--- config.mk ---
export PLATFORM = sky130hd
export DESIGN_NAME = utf8_json_string_escaper_core
export DESIGN_NICKNAME = d
export VERILOG_FILES = /design/src/design/jse_pkg.sv /design/src/design/jse_front.sv /design/src/design/jse_fifo.sv /design/src/design/jse_back.sv /design/src/design/utf8_json_string_escaper_core.sv
export SDC_FILE = /design/constraint.sdc
export NUM_CORES = 1
export LEC_CHECK = 0
export ABC_CLOCK_PERIOD_IN_PS = 5000
export BUFFER_PORTS_ARGS = -buffer_cell sky130_fd_sc_hd__buf_2
export CORE_ASPECT_RATIO = 0.8
export CORE_UTILIZATION = 40
export DETAILED_ROUTE_END_ITERATION = 10
export MAX_ROUTING_LAYER = met4
export PLACE_DENSITY = 0.66
export SLEW_MARGIN = 20
export SYNTH_ARGS = -nofsm -noshare
export SYNTH_HDL_FRONTEND = slang
export SYNTH_SLANG_ARGS = --single-unit
--- constraint.sdc ---
create_clock -name i_clk -period 5 [get_ports i_clk]
set_input_delay 0.75 -clock i_clk [delete_from_list [all_inputs] [get_ports i_clk]]
set_output_delay 0.75 -clock i_clk [all_outputs]
set_load 0.005 [all_outputs]
--- src/design/jse_pkg.sv ---
// Shared types and constants for the JSON string escaper.
// Holds the job descriptor passed from the decoder to the serializer.
// No dependencies.
package jse_pkg;

    localparam int JOB_BYTES   = 6;
    localparam int JOB_IDX_W   = $clog2(JOB_BYTES);
    localparam int JOB_CNT_W   = $clog2(JOB_BYTES + 1);
    localparam int QUEUE_DEPTH = 4;

    localparam logic [1:0] OP_START = 2'd0;
    localparam logic [1:0] OP_DATA  = 2'd1;
    localparam logic [1:0] OP_END   = 2'd2;

    localparam logic [7:0] CHAR_QUOTE  = 8'h22;
    localparam logic [7:0] CHAR_BSLASH = 8'h5C;
    localparam logic [7:0] CHAR_BS     = 8'h08;
    localparam logic [7:0] CHAR_TAB    = 8'h09;
    localparam logic [7:0] CHAR_LF     = 8'h0A;
    localparam logic [7:0] CHAR_FF     = 8'h0C;
    localparam logic [7:0] CHAR_CR     = 8'h0D;
    localparam logic [7:0] CTRL_LIMIT  = 8'd32;
    localparam logic [7:0] CHAR_ZERO   = 8'h30;
    localparam logic [7:0] CHAR_LC_B   = 8'h62;
    localparam logic [7:0] CHAR_LC_T   = 8'h74;
    localparam logic [7:0] CHAR_LC_N   = 8'h6E;
    localparam logic [7:0] CHAR_LC_F   = 8'h66;
    localparam logic [7:0] CHAR_LC_R   = 8'h72;
    localparam logic [7:0] CHAR_LC_U   = 8'h75;
    localparam logic [7:0] HEX_ALPHA_BASE = 8'h57;

    localparam logic [2:0] SEQ_LEN_2 = 3'd2;
    localparam logic [2:0] SEQ_LEN_3 = 3'd3;
    localparam logic [2:0] SEQ_LEN_4 = 3'd4;

    typedef struct packed {
        logic [JOB_CNT_W-1:0]      count;
        logic                      bad;
        logic [JOB_BYTES-1:0][7:0] bytes;
    } t_job;

endpackage

--- src/design/jse_front.sv ---
// Decoder front end: tracks string framing, validates UTF-8 and builds
// at most one output job per accepted item. Depends on jse_pkg.
module jse_front (
    input  logic             i_clk,
    input  logic             i_rst_n,
    input  logic             i_in_valid,
    input  logic [1:0]       i_opcode,
    input  logic [7:0]       i_data_byte,
    input  logic             i_full,
    output logic             o_in_stall,
    output logic             o_push,
    output jse_pkg::t_job    o_job
);

    localparam int CntW = jse_pkg::JOB_CNT_W;

    logic        r_in_string, n_in_string;
    logic        r_error, n_error;
    logic [1:0]  r_bse, n_bse;
    logic [2:0]  r_seq_len, n_seq_len;
    logic [23:0] r_held, n_held;
    logic        accept;
    logic        raise_err;
    jse_pkg::t_job job;

    function automatic logic [7:0] hex_digit(input logic [3:0] v);
        logic [7:0] w;
        w = {4'b0, v};
        return (v < 4'd10) ? jse_pkg::CHAR_ZERO + w : jse_pkg::HEX_ALPHA_BASE + w;
    endfunction

    function automatic jse_pkg::t_job two_byte(input logic [7:0] c);
        jse_pkg::t_job j;
        j = '0;
        j.count    = CntW'(2);
        j.bytes[0] = jse_pkg::CHAR_BSLASH;
        j.bytes[1] = c;
        return j;
    endfunction

    function automatic jse_pkg::t_job ascii_job(input logic [7:0] c);
        jse_pkg::t_job j;
        j = '0;
        case (c)
            jse_pkg::CHAR_BSLASH, jse_pkg::CHAR_QUOTE: j = two_byte(c);
            jse_pkg::CHAR_BS:  j = two_byte(jse_pkg::CHAR_LC_B);
            jse_pkg::CHAR_TAB: j = two_byte(jse_pkg::CHAR_LC_T);
            jse_pkg::CHAR_LF:  j = two_byte(jse_pkg::CHAR_LC_N);
            jse_pkg::CHAR_FF:  j = two_byte(jse_pkg::CHAR_LC_F);
            jse_pkg::CHAR_CR:  j = two_byte(jse_pkg::CHAR_LC_R);
            default: begin
                if (c < jse_pkg::CTRL_LIMIT) begin
                    j.count    = CntW'(6);
                    j.bytes[0] = jse_pkg::CHAR_BSLASH;
                    j.bytes[1] = jse_pkg::CHAR_LC_U;
                    j.bytes[2] = jse_pkg::CHAR_ZERO;
                    j.bytes[3] = jse_pkg::CHAR_ZERO;
                    j.bytes[4] = hex_digit(c[7:4]);
                    j.bytes[5] = hex_digit(c[3:0]);
                end else begin
                    j.count    = CntW'(1);
                    j.bytes[0] = c;
                end
            end
        endcase
        return j;
    endfunction

    function automatic logic second_ok(input logic [7:0] lead, input logic [7:0] b);
        logic ok;
        case (lead)
            8'hE0:   ok = (b >= 8'hA0);
            8'hED:   ok = (b <= 8'h9F);
            8'hF0:   ok = (b >= 8'h90);
            8'hF4:   ok = (b <= 8'h8F);
            default: ok = 1'b1;
        endcase
        return ok;
    endfunction

    assign accept     = i_in_valid && !i_full;
    assign o_in_stall = i_full;

    always_comb begin
        n_in_string = r_in_string;
        n_error     = r_error;
        n_bse       = r_bse;
        n_seq_len   = r_seq_len;
        n_held      = r_held;
        raise_err   = 1'b0;
        job         = '0;
        unique case (i_opcode)
            jse_pkg::OP_START: begin
                n_in_string = 1'b1;
                n_error     = 1'b0;
                n_bse       = '0;
                n_seq_len   = '0;
                n_held      = '0;
                job.count    = CntW'(1);
                job.bytes[0] = jse_pkg::CHAR_QUOTE;
            end
            jse_pkg::OP_DATA: begin
                if (r_in_string && !r_error) begin
                    if (r_bse == 2'd0) begin
                        if (i_data_byte < 8'h80) begin
                            job = ascii_job(i_data_byte);
                        end else if (i_data_byte >= 8'hC2 && i_data_byte <= 8'hDF) begin
                            n_seq_len = jse_pkg::SEQ_LEN_2;
                            n_bse     = 2'd1;
                            n_held    = {16'b0, i_data_byte};
                        end else if (i_data_byte >= 8'hE0 && i_data_byte <= 8'hEF) begin
                            n_seq_len = jse_pkg::SEQ_LEN_3;
                            n_bse     = 2'd2;
                            n_held    = {16'b0, i_data_byte};
                        end else if (i_data_byte >= 8'hF0 && i_data_byte <= 8'hF4) begin
                            n_seq_len = jse_pkg::SEQ_LEN_4;
                            n_bse     = 2'd3;
                            n_held    = {16'b0, i_data_byte};
                        end else begin
                            raise_err = 1'b1;
                        end
                    end else if (i_data_byte[7:6] != 2'b10) begin
                        raise_err = 1'b1;
                    end else if (({1'b0, r_bse} + 3'd1 == r_seq_len) &&
                                 !second_ok(r_held[7:0], i_data_byte)) begin
                        raise_err = 1'b1;
                    end else if (r_bse != 2'd1) begin
                        n_bse  = r_bse - 2'd1;
                        n_held = {r_held[15:0], i_data_byte};
                    end else begin
                        n_bse     = '0;
                        n_seq_len = '0;
                        n_held    = '0;
                        case (r_seq_len)
                            jse_pkg::SEQ_LEN_2: begin
                                job.count    = CntW'(2);
                                job.bytes[0] = r_held[7:0];
                                job.bytes[1] = i_data_byte;
                            end
                            jse_pkg::SEQ_LEN_3: begin
                                job.count    = CntW'(3);
                                job.bytes[0] = r_held[15:8];
                                job.bytes[1] = r_held[7:0];
                                job.bytes[2] = i_data_byte;
                            end
                            default: begin
                                job.count    = CntW'(4);
                                job.bytes[0] = r_held[23:16];
                                job.bytes[1] = r_held[15:8];
                                job.bytes[2] = r_held[7:0];
                                job.bytes[3] = i_data_byte;
                            end
                        endcase
                    end
                end
            end
            jse_pkg::OP_END: begin
                if (r_in_string && !r_error) begin
                    if (r_bse != 2'd0) begin
                        raise_err = 1'b1;
                    end else begin
                        n_in_string  = 1'b0;
                        n_seq_len    = '0;
                        n_held       = '0;
                        job.count    = CntW'(1);
                        job.bytes[0] = jse_pkg::CHAR_QUOTE;
                    end
                end
            end
            default: ;
        endcase
        if (raise_err) begin
            n_in_string = 1'b0;
            n_error     = 1'b1;
            n_bse       = '0;
            n_seq_len   = '0;
            n_held      = '0;
            job         = '0;
            job.count   = CntW'(1);
            job.bad     = 1'b1;
        end
    end

    assign o_push = accept && (job.count != '0);
    assign o_job  = job;

    always_ff @(posedge i_clk) begin
        if (!i_rst_n) begin
            r_in_string <= 1'b0;
            r_error     <= 1'b0;
            r_bse       <= '0;
            r_seq_len   <= '0;
            r_held      <= '0;
        end else if (accept) begin
            r_in_string <= n_in_string;
            r_error     <= n_error;
            r_bse       <= n_bse;
            r_seq_len   <= n_seq_len;
            r_held      <= n_held;
        end
    end

`ifndef SYNTHESIS
    a_push_count: assert property (@(posedge i_clk) disable iff (!i_rst_n)
        o_push |-> (o_job.count != '0) && (o_job.count <= CntW'(jse_pkg::JOB_BYTES)))
        else $error("job with bad byte count");
    a_err_clears: assert property (@(posedge i_clk) disable iff (!i_rst_n)
        (o_push && o_job.bad) |=> (r_error && !r_in_string && r_bse == 2'd0))
        else $error("error did not close the string");
    a_bse_seq: assert property (@(posedge i_clk) disable iff (!i_rst_n)
        (r_bse != 2'd0) |-> ({1'b0, r_bse} < r_seq_len))
        else $error("continuation count exceeds sequence length");
`endif

endmodule

--- src/design/jse_fifo.sv ---
// Short job queue between decoder and serializer.
// Depends on jse_pkg for the job type.
module jse_fifo #(
    parameter int Depth = jse_pkg::QUEUE_DEPTH
) (
    input  logic          i_clk,
    input  logic          i_rst_n,
    input  logic          i_push,
    input  jse_pkg::t_job i_job,
    input  logic          i_pop,
    output logic          o_full,
    output logic          o_empty,
    output jse_pkg::t_job o_head
);

    localparam int PtrW = (Depth > 1) ? $clog2(Depth) : 1;
    localparam int CntW = $clog2(Depth + 1);

    jse_pkg::t_job   r_mem [Depth];
    logic [PtrW-1:0] r_wr, r_rd;
    logic [CntW-1:0] r_cnt;

    assign o_full  = (r_cnt == CntW'(Depth));
    assign o_empty = (r_cnt == '0);
    assign o_head  = r_mem[r_rd];

    always_ff @(posedge i_clk) begin
        if (i_push) begin
            r_mem[r_wr] <= i_job;
        end
    end

    always_ff @(posedge i_clk) begin
        if (!i_rst_n) begin
            r_wr  <= '0;
            r_rd  <= '0;
            r_cnt <= '0;
        end else begin
            if (i_push) begin
                r_wr <= (r_wr == PtrW'(Depth - 1)) ? '0 : r_wr + PtrW'(1);
            end
            if (i_pop) begin
                r_rd <= (r_rd == PtrW'(Depth - 1)) ? '0 : r_rd + PtrW'(1);
            end
            if (i_push && !i_pop) begin
                r_cnt <= r_cnt + CntW'(1);
            end else if (i_pop && !i_push) begin
                r_cnt <= r_cnt - CntW'(1);
            end
        end
    end

`ifndef SYNTHESIS
    a_no_overflow: assert property (@(posedge i_clk) disable iff (!i_rst_n)
        i_push |-> !o_full)
        else $error("push into full queue");
    a_no_underflow: assert property (@(posedge i_clk) disable iff (!i_rst_n)
        i_pop |-> !o_empty)
        else $error("pop from empty queue");
    a_cnt_range: assert property (@(posedge i_clk) disable iff (!i_rst_n)
        r_cnt <= CntW'(Depth))
        else $error("queue count out of range");
`endif

endmodule

--- src/design/jse_back.sv ---
// Serializer back end: walks the head job into the output register one byte per cycle
// while the output is not stalled. Depends on jse_pkg.
module jse_back (
    input  logic          i_clk,
    input  logic          i_rst_n,
    input  logic          i_empty,
    input  jse_pkg::t_job i_head,
    output logic          o_pop,
    input  logic          i_out_stall,
    output logic          o_out_valid,
    output logic [7:0]    o_out_byte,
    output logic          o_last_of_run,
    output logic          o_bad_utf8
);

    localparam int IdxW = jse_pkg::JOB_IDX_W;
    localparam int CntW = jse_pkg::JOB_CNT_W;

    logic [IdxW-1:0] r_idx;
    logic            r_out_valid;
    logic [7:0]      r_out_byte;
    logic            r_out_last;
    logic            r_out_bad;
    logic            advance;
    logic            take;
    logic            is_last;

    assign advance = !r_out_valid || !i_out_stall;
    assign take    = advance && !i_empty;
    assign is_last = (CntW'(r_idx) + CntW'(1)) == i_head.count;
    assign o_pop   = take && is_last;

    always_ff @(posedge i_clk) begin
        if (!i_rst_n) begin
            r_idx       <= '0;
            r_out_valid <= 1'b0;
        end else begin
            if (advance) begin
                r_out_valid <= !i_empty;
            end
            if (take) begin
                r_idx <= is_last ? '0 : r_idx + IdxW'(1);
            end
        end
    end

    always_ff @(posedge i_clk) begin
        if (take) begin
            r_out_byte <= i_head.bytes[r_idx];
            r_out_last <= is_last;
            r_out_bad  <= i_head.bad;
        end
    end

    assign o_out_valid   = r_out_valid;
    assign o_out_byte    = r_out_byte;
    assign o_last_of_run = r_out_last;
    assign o_bad_utf8    = r_out_bad;

`ifndef SYNTHESIS
    a_bad_form: assert property (@(posedge i_clk) disable iff (!i_rst_n)
        (o_out_valid && o_bad_utf8) |-> (o_last_of_run && o_out_byte == 8'h00))
        else $error("error result malformed");
    a_idx_in_job: assert property (@(posedge i_clk) disable iff (!i_rst_n)
        !i_empty |-> (CntW'(r_idx) < i_head.count))
        else $error("byte index beyond job");
    a_idx_idle: assert property (@(posedge i_clk) disable iff (!i_rst_n)
        i_empty |-> (r_idx == '0))
        else $error("index left over with empty queue");
`endif

endmodule

--- src/design/utf8_json_string_escaper_core.sv ---
// Path: an accepted item's job is written into the queue, then walked into the output
// register; results leave one byte per cycle unless the output stalls (up to six bytes).
// Throughput: one input item per cycle while results are single bytes and the output
// is free; with one byte out per cycle, escapes hold input back once the queue fills.
// Reset: synchronous, active low; clears string state, job queue and output valid.
module utf8_json_string_escaper_core #(
    parameter int QueueDepth = jse_pkg::QUEUE_DEPTH
) (
    input  logic       i_clk,
    input  logic       i_rst_n,
    input  logic       i_in_valid,
    output logic       o_in_stall,
    input  logic [1:0] i_opcode,
    input  logic [7:0] i_data_byte,
    output logic       o_out_valid,
    input  logic       i_out_stall,
    output logic [7:0] o_out_byte,
    output logic       o_last_of_run,
    output logic       o_bad_utf8
);

    logic          push;
    logic          pop;
    logic          full;
    logic          empty;
    jse_pkg::t_job job;
    jse_pkg::t_job head;

    jse_front u_front (
        .i_clk       (i_clk),
        .i_rst_n     (i_rst_n),
        .i_in_valid  (i_in_valid),
        .i_opcode    (i_opcode),
        .i_data_byte (i_data_byte),
        .i_full      (full),
        .o_in_stall  (o_in_stall),
        .o_push      (push),
        .o_job       (job)
    );

    jse_fifo #(
        .Depth (QueueDepth)
    ) u_fifo (
        .i_clk   (i_clk),
        .i_rst_n (i_rst_n),
        .i_push  (push),
        .i_job   (job),
        .i_pop   (pop),
        .o_full  (full),
        .o_empty (empty),
        .o_head  (head)
    );

    jse_back u_back (
        .i_clk         (i_clk),
        .i_rst_n       (i_rst_n),
        .i_empty       (empty),
        .i_head        (head),
        .o_pop         (pop),
        .i_out_stall   (i_out_stall),
        .o_out_valid   (o_out_valid),
        .o_out_byte    (o_out_byte),
        .o_last_of_run (o_last_of_run),
        .o_bad_utf8    (o_bad_utf8)
    );

endmodule
==> results of run 1 <==
[logic make-up after synthesis]
logic type / Yosys count / share of synthesized area (%)
xor+xnor: 12 / 0.9045
buf+inv: 85 / 3.101
compound gates: 140 / 8.173
mux: 88 / 13.85
simple gates: 222 / 9.443
other cells: 1 / 0.03227
flops: 254 / 61.85
fa+ha+maj: 24 / 2.649
[where the power goes]
| part | internal (mW) | switching, mW |
|---|---|---|
| Combinational | 0.257 | 0.298 |
| Clock | 1.07 | 0.790 |
| Sequential | 2.37 | 0.0641 |
[final timing paths]
kind                                         start                 end  depth (start not counted)
worst min register to register  u_front.r_held[23]  u_front.r_held[23]                          2
worst max-delay path                i_data_byte[1]     u_fifo.r_cnt[2]                         15
worst max register to register    u_front.r_bse[0]     u_fifo.r_cnt[2]                         15
worst min-delay path            u_front.r_held[23]  u_front.r_held[23]                          2
[metrics by stage]
step	setup slack, ns	std cells
after floorplan	0.8129	845
after global placement	0.6293	1202
after detailed placement	0.4522	1202
after CTS	1.016	1249
after global routing	0.7361	1249
final	0.9538	1249
[flip-flops by register name (all words and copies together) (netlist names), 2 cells and up, named ones only]
signal,cells
u_back.r_idx,3
u_fifo.r_rd,2
u_front.r_bse,2
u_front.r_held,24
u_front.r_seq_len,3
u_fifo.r_cnt,3
u_back.o_out_byte,8
u_fifo.r_wr,2
u_fifo.r_mem,200
[layout make-up]
| type | instances | area share (%) |
|---|---|---|
| timing repair buffer | 43 | 2.469 |
| clock buffer | 37 | 5.847 |
| multi-input combinational | 506 | 31.80 |
| inverter | 29 | 0.8517 |
| tap | 370 | 3.541 |
| sequential | 254 | 55.00 |
| clock inverter | 10 | 0.4880 |
[worst register-to-register path, delay by kind of cell, from the launching register on]
family	cells	cell delay (ns)
AOI/OAI and AO/OA	3	0.61
xor gates and xnor gates	2	0.32
adders and majority gates	3	0.94
buffers and inverters	3	0.28
DFF	1	0.47
and+or+nand+nor	4	1.21
[routing by layer]
metal  part of all wire (%)  wire length (um)  track usage [%]  vias up
li1                       -                 -                -     3244
met1                     47             12350            26.96     3527
met3                    7.3              1944            4.130       46
met4                    2.4               628            5.024        0
met2                     44             11550            27.20      237
met5                      0                 0                -        -
[placed cells by master (no fill, tap or decap), types with 23 or more instances in the layout]
cell type,netlist,layout
mux4_2,58,58
nand2_1,67,67
a21oi_1,33,32
clkbuf_16,0,28
ha_1,23,23
mux2i_1,28,28
nand3_1,25,25
dfxtp_1,44,42
edfxtp_1,210,210
inv_1,28,28
nor2_1,46,46
buf_2,15,25
==> impl_metrics.tcl, run 1 <==
set metrics [dict create \
    status "finished, violations left" \
    violations "DRC" \
    holdCritPathClass "register to register" \
    worst_pin_slew_ns 1.089 \
    hold_buffers 0 \
    finalCritPeriodShare_pct 80.92 \
    fp.dieH_um 154.4 \
    period_needed_ns 4.046 \
    synth_cell_types 67 \
    die_area_um2 29740 \
    ys_ff_latch 254 \
    grt-ovfl-total 0 \
    fp.coreArea_um2 28420 \
    seq_area_frac_synth_pct 61.85 \
    yosysWarnings 0 \
    initial_utilization_pct 40.88 \
    worst-r2r-setup-slack_ns 1.09 \
    worst_skew_pair.late_latency_ns 0.54 \
    port_buffers 25 \
    grt_pass1_wl_mm 41.37 \
    cp.buffers_inverters 4 \
    synth_flop_cell "edfxtp_1" \
    nets 898 \
    antenna_found_initial 0 \
    place.gp.congestion 0.9115 \
    crit_fanout 12 \
    synth-edff-count 210 \
    finalHoldViolations 0 \
    die_x_um 192.6 \
    synth_most_common_cell "edfxtp_1" \
    crit_arrival_ns 4.51 \
    rsz0062_at_grt "false" \
    critical_path.top_delay_family "compound AO/OA/AOI/OAI gates" \
    cts_buffers 26 \
    ant_nets 0 \
    remaining_drc_errors 9 \
    worstSetupPathType "input port to register" \
    routedWlPerCell_um 21.19 \
    htreeDepth 1 \
    drt_wl_total_mm 26.47 \
    multi_input_area_um2 4158 \
    regArea_um2 7192 \
    crit_path_end_kind "register" \
    p_per_area_nw_per_um2 370.3 \
    async_flop_share_pct 0 \
    slew_headroom_pct 27.38 \
    fin_skew_ns 0.01506 \
    synth_area_per_cell_um2 14.07 \
    slew_viol_final 0 \
    fill_cells 2505 \
    placed_area_um2 12240 \
    ctsResizeCount 0 \
    clkSlewWorstSetupHoldPaths_ns 0.06 \
    grt_pass1_vias 6970 \
    antenna_cells 0 \
    area_growth_pct 12.52 \
    fmax_mhz 247.1 \
    via_per_inst 5.648 \
    worst_ir_drop_vdd_mv 0.2343 \
    drv_cap 0 \
    crit_chain "buf_2 > inv_1 > ha_1 > nor4bb_1 > o311ai_0 > and3_1 > o21ai_4 > inv_4 > o31a_1 > ha_1 > inv_1 > fa_1 > xor2_1 > or3_1 > a21boi_0" \
    pin_count 26 \
    synth_top_area_share_pct 54.27 \
    crit_path_top_delay_cell "o311ai_0" \
    power_mw 4.842 \
    track_usage_pct 18.89 \
    final_util_pct 46.00 \
    required_ns 5.46 \
    drtIter0Drc 672 \
    p_leak_nw 4.329 \
    whs_ns 0.4642 \
    clock_path_buffers 3 \
    post_cts_buffers 0 \
    dp_hpwl_mm 17.53 \
    grt_start_max_net_pins 51 \
    drive_gt1_share_pct 17.63 \
    rows 55 \
    slowest_delay_ns 0.49 \
    synth_area_um2 11620 \
    root_buffer "clkbuf_16" \
    cts_tree "built" \
    cp-start-kind "input port" \
    cts.sinks 254 \
    synth_top_cell_by_area "edfxtp_1" \
    finalSetupViolCount 0 \
    first_pass_iters 8 \
    yosys-top-cells-count "210 x edfxtp_1, 67 x nand2_1, 58 x mux4_2, 46 x nor2_1, 44 x dfxtp_1" \
    via_count 7054 \
    fin_area_um2 13080 \
    synth_area_leaders "edfxtp_1 54%, mux4_2 11%, dfxtp_1 7.6%" \
    setup_tns_ns 0 \
    synthesis.instances 826 \
]
Note: power is estimated with default switching activity, not from simulation.
==> inputs of run 2 (changes only) <==
- ABC_CLOCK_PERIOD_IN_PS: 5000 -> 3360
- PLACE_DENSITY: 0.66 -> 0.68
- clock period: 5 -> 3.36 ns (I/O delays scaled with it)
==> run 2 against run 1 <==
  * The flow still finishes with violations (DRC)
  * Cell count up 5.8%
  * Clock power up 46%
  * Routed wire length up 3.2%
  * Critical endpoint unchanged
  * Largest cell class unchanged
==> impl_metrics.tcl, run 2 (synthesized netlist as in run 1, its figures left out) <==
set metrics [dict create \
    status "finished, violations left" \
    violations "DRC" \
    antenna_cells 0 \
    crit_fanout 5 \
    largest_reg_flops 200 \
    worst_ir_drop_vdd_mv 0.3716 \
    cts_buffers 25 \
    required_ns 3.82 \
    period_needed_ns 3.198 \
    r2r-start "u_front.r_bse[1]" \
    place.gp.congestion 0.9357 \
    multi_input_area_um2 4232 \
    stdcell_count 1321 \
    initial_utilization_pct 40.88 \
    cp-start-kind "register" \
    drv_cap 0 \
    regMostFlops "u_fifo.r_mem" \
    worst_skew_pair.late_latency_ns 0.54 \
    slew_headroom_pct 44.59 \
    final_common_cell "edfxtp_1" \
    dp_hpwl_mm 18.65 \
    placed_cells 1276 \
    grt_pass1_vias 7390 \
    finalSetupViolCount 0 \
    cts_tree "built" \
    drt_wl_total_mm 27.32 \
    regArea_um2 7193 \
    fin_area_um2 13700 \
    crit_path_end_kind "register" \
    clock_path_buffers 3 \
    track_usage_pct 19.33 \
    first_pass_iters 10 \
    crit_arrival_ns 3.66 \
    drtIter0Drc 570 \
    grt_pass1_wl_mm 42.85 \
    pin_count 26 \
    grt-ovfl-total 0 \
    fp.dieH_um 154.4 \
    placed_area_um2 12880 \
    die_area_um2 29740 \
    most-common-layout-cells "210 x edfxtp_1, 85 x buf_4, 67 x nand2_1" \
    routedWlPerCell_um 20.68 \
    p_per_area_nw_per_um2 528.0 \
    holdCritPathClass "input port to register" \
    remaining_drc_errors 4 \
    fill_cells 2438 \
    rsz0062_at_grt "false" \
    die_x_um 192.6 \
    port_buffers 25 \
    via_count 7451 \
    fmax_mhz 312.7 \
    cts.sinks 254 \
    worst-r2r-setup-slack_ns 0.16 \
    hp-start "i_out_stall" \
    ant_nets 0 \
    antenna_found_initial 0 \
    clkSlewWorstSetupHoldPaths_ns 0.06 \
    root_buffer "clkbuf_16" \
    drive_gt1_share_pct 25.45 \
    fin_skew_ns 0.01303 \
    slew_viol_final 0 \
    rows 55 \
    worst_pin_slew_ns 0.8275 \
    setup_tns_ns 0 \
    nets 971 \
    fp.coreArea_um2 28420 \
    worstSetupStartpoint "u_front.r_bse[1]" \
    area_growth_pct 17.90 \
    htreeDepth 1 \
    finalHoldViolations 0 \
    p_leak_nw 4.696 \
    worstSetupPathType "register to register" \
    finalCritPeriodShare_pct 95.19 \
    grt_start_max_net_pins 41 \
    via_per_inst 5.640 \
]
==> run 2: changes by cell type in the layout (fill, tap and decap cells not counted), moves of 3 or more <==
cell       before  now
buf_4          13   85
clkbuf_16      28   25
ha_1           23   20
nor4_1          6    3
==> run 2: routing by layer <==
metal / up-vias / global-route usage (%) / part of all wire, %
li1: 3380 / - / -
met1: 3751 / 28.12 / 47
met2: 265 / 28.61 / 44
met3: 55 / 2.746 / 6.2
met4: 0 / 4.424 / 2.2
met5: - / - / 0
==> run 2: path summary, 6_finish.rpt <==
path         cells past startpoint                 end
max                             16     u_fifo.r_cnt[2]
min                              3  u_back.o_out_valid
max reg2reg                     16     u_fifo.r_cnt[2]
min reg2reg                      2  u_front.r_held[23]
==> run 2: area by class of cell <==
cell class / count / area share [%]
Clock buffer: 34 / 5.032
Clock inverter: 11 / 0.7855
Inverter: 29 / 0.8129
Multi-Input combinational cell: 506 / 30.89
Sequential cell: 254 / 52.51
Tap cell: 370 / 3.379
Timing Repair Buffer: 117 / 6.594
==> run 2: per-stage QoR <==
step | utilization [%] | setup slack (ns) | power, mW | hold slack, ns
2_1_floorplan | - | 0.01720 | 4.249 | 0.4411
3_5_place_dp | 45.34 | -0.1035 | 4.591 | 0.4582
4_1_cts | 48.14 | 0.02695 | 7.308 | 0.2285
3_3_place_gp | 45.34 | -0.01672 | 4.574 | 0.4510
5_1_grt | 48.20 | 0.007997 | 7.498 | 0.2860
6_report | 48.20 | 0.1618 | 7.233 | 0.2461
==> run 2: where the power goes <==
| group | switching, mW | internal, mW | leakage (nW) |
|---|---|---|---|
| registers | 0.0597 | 3.52 | 2.39 |
| logic | 0.497 | 0.438 | 1.92 |
| clock network | 1.19 | 1.53 | 0.387 |
==> run 2: timing repair <==
item | CTS | global route
hold buffers | 0 | 0
gates resized for setup | 0 | 5
endpoints found under the setup margin | 0 | 2
setup buffers | 0 | 0
==> run 2: critical path, cell delays in order (launching register included) <==
cell and delay, ns:
dfxtp_2 0.35, inv_1 0.06, ha_1 0.30, xor2_1 0.16, nor4_2 0.23, buf_4 0.16
and3_4 0.16, and3_4 0.23, o21ai_4 0.08, inv_4 0.05, o31a_1 0.15, ha_2 0.18
inv_1 0.05, fa_2 0.33, xor2_1 0.17, or3_1 0.31, a21boi_1 0.14
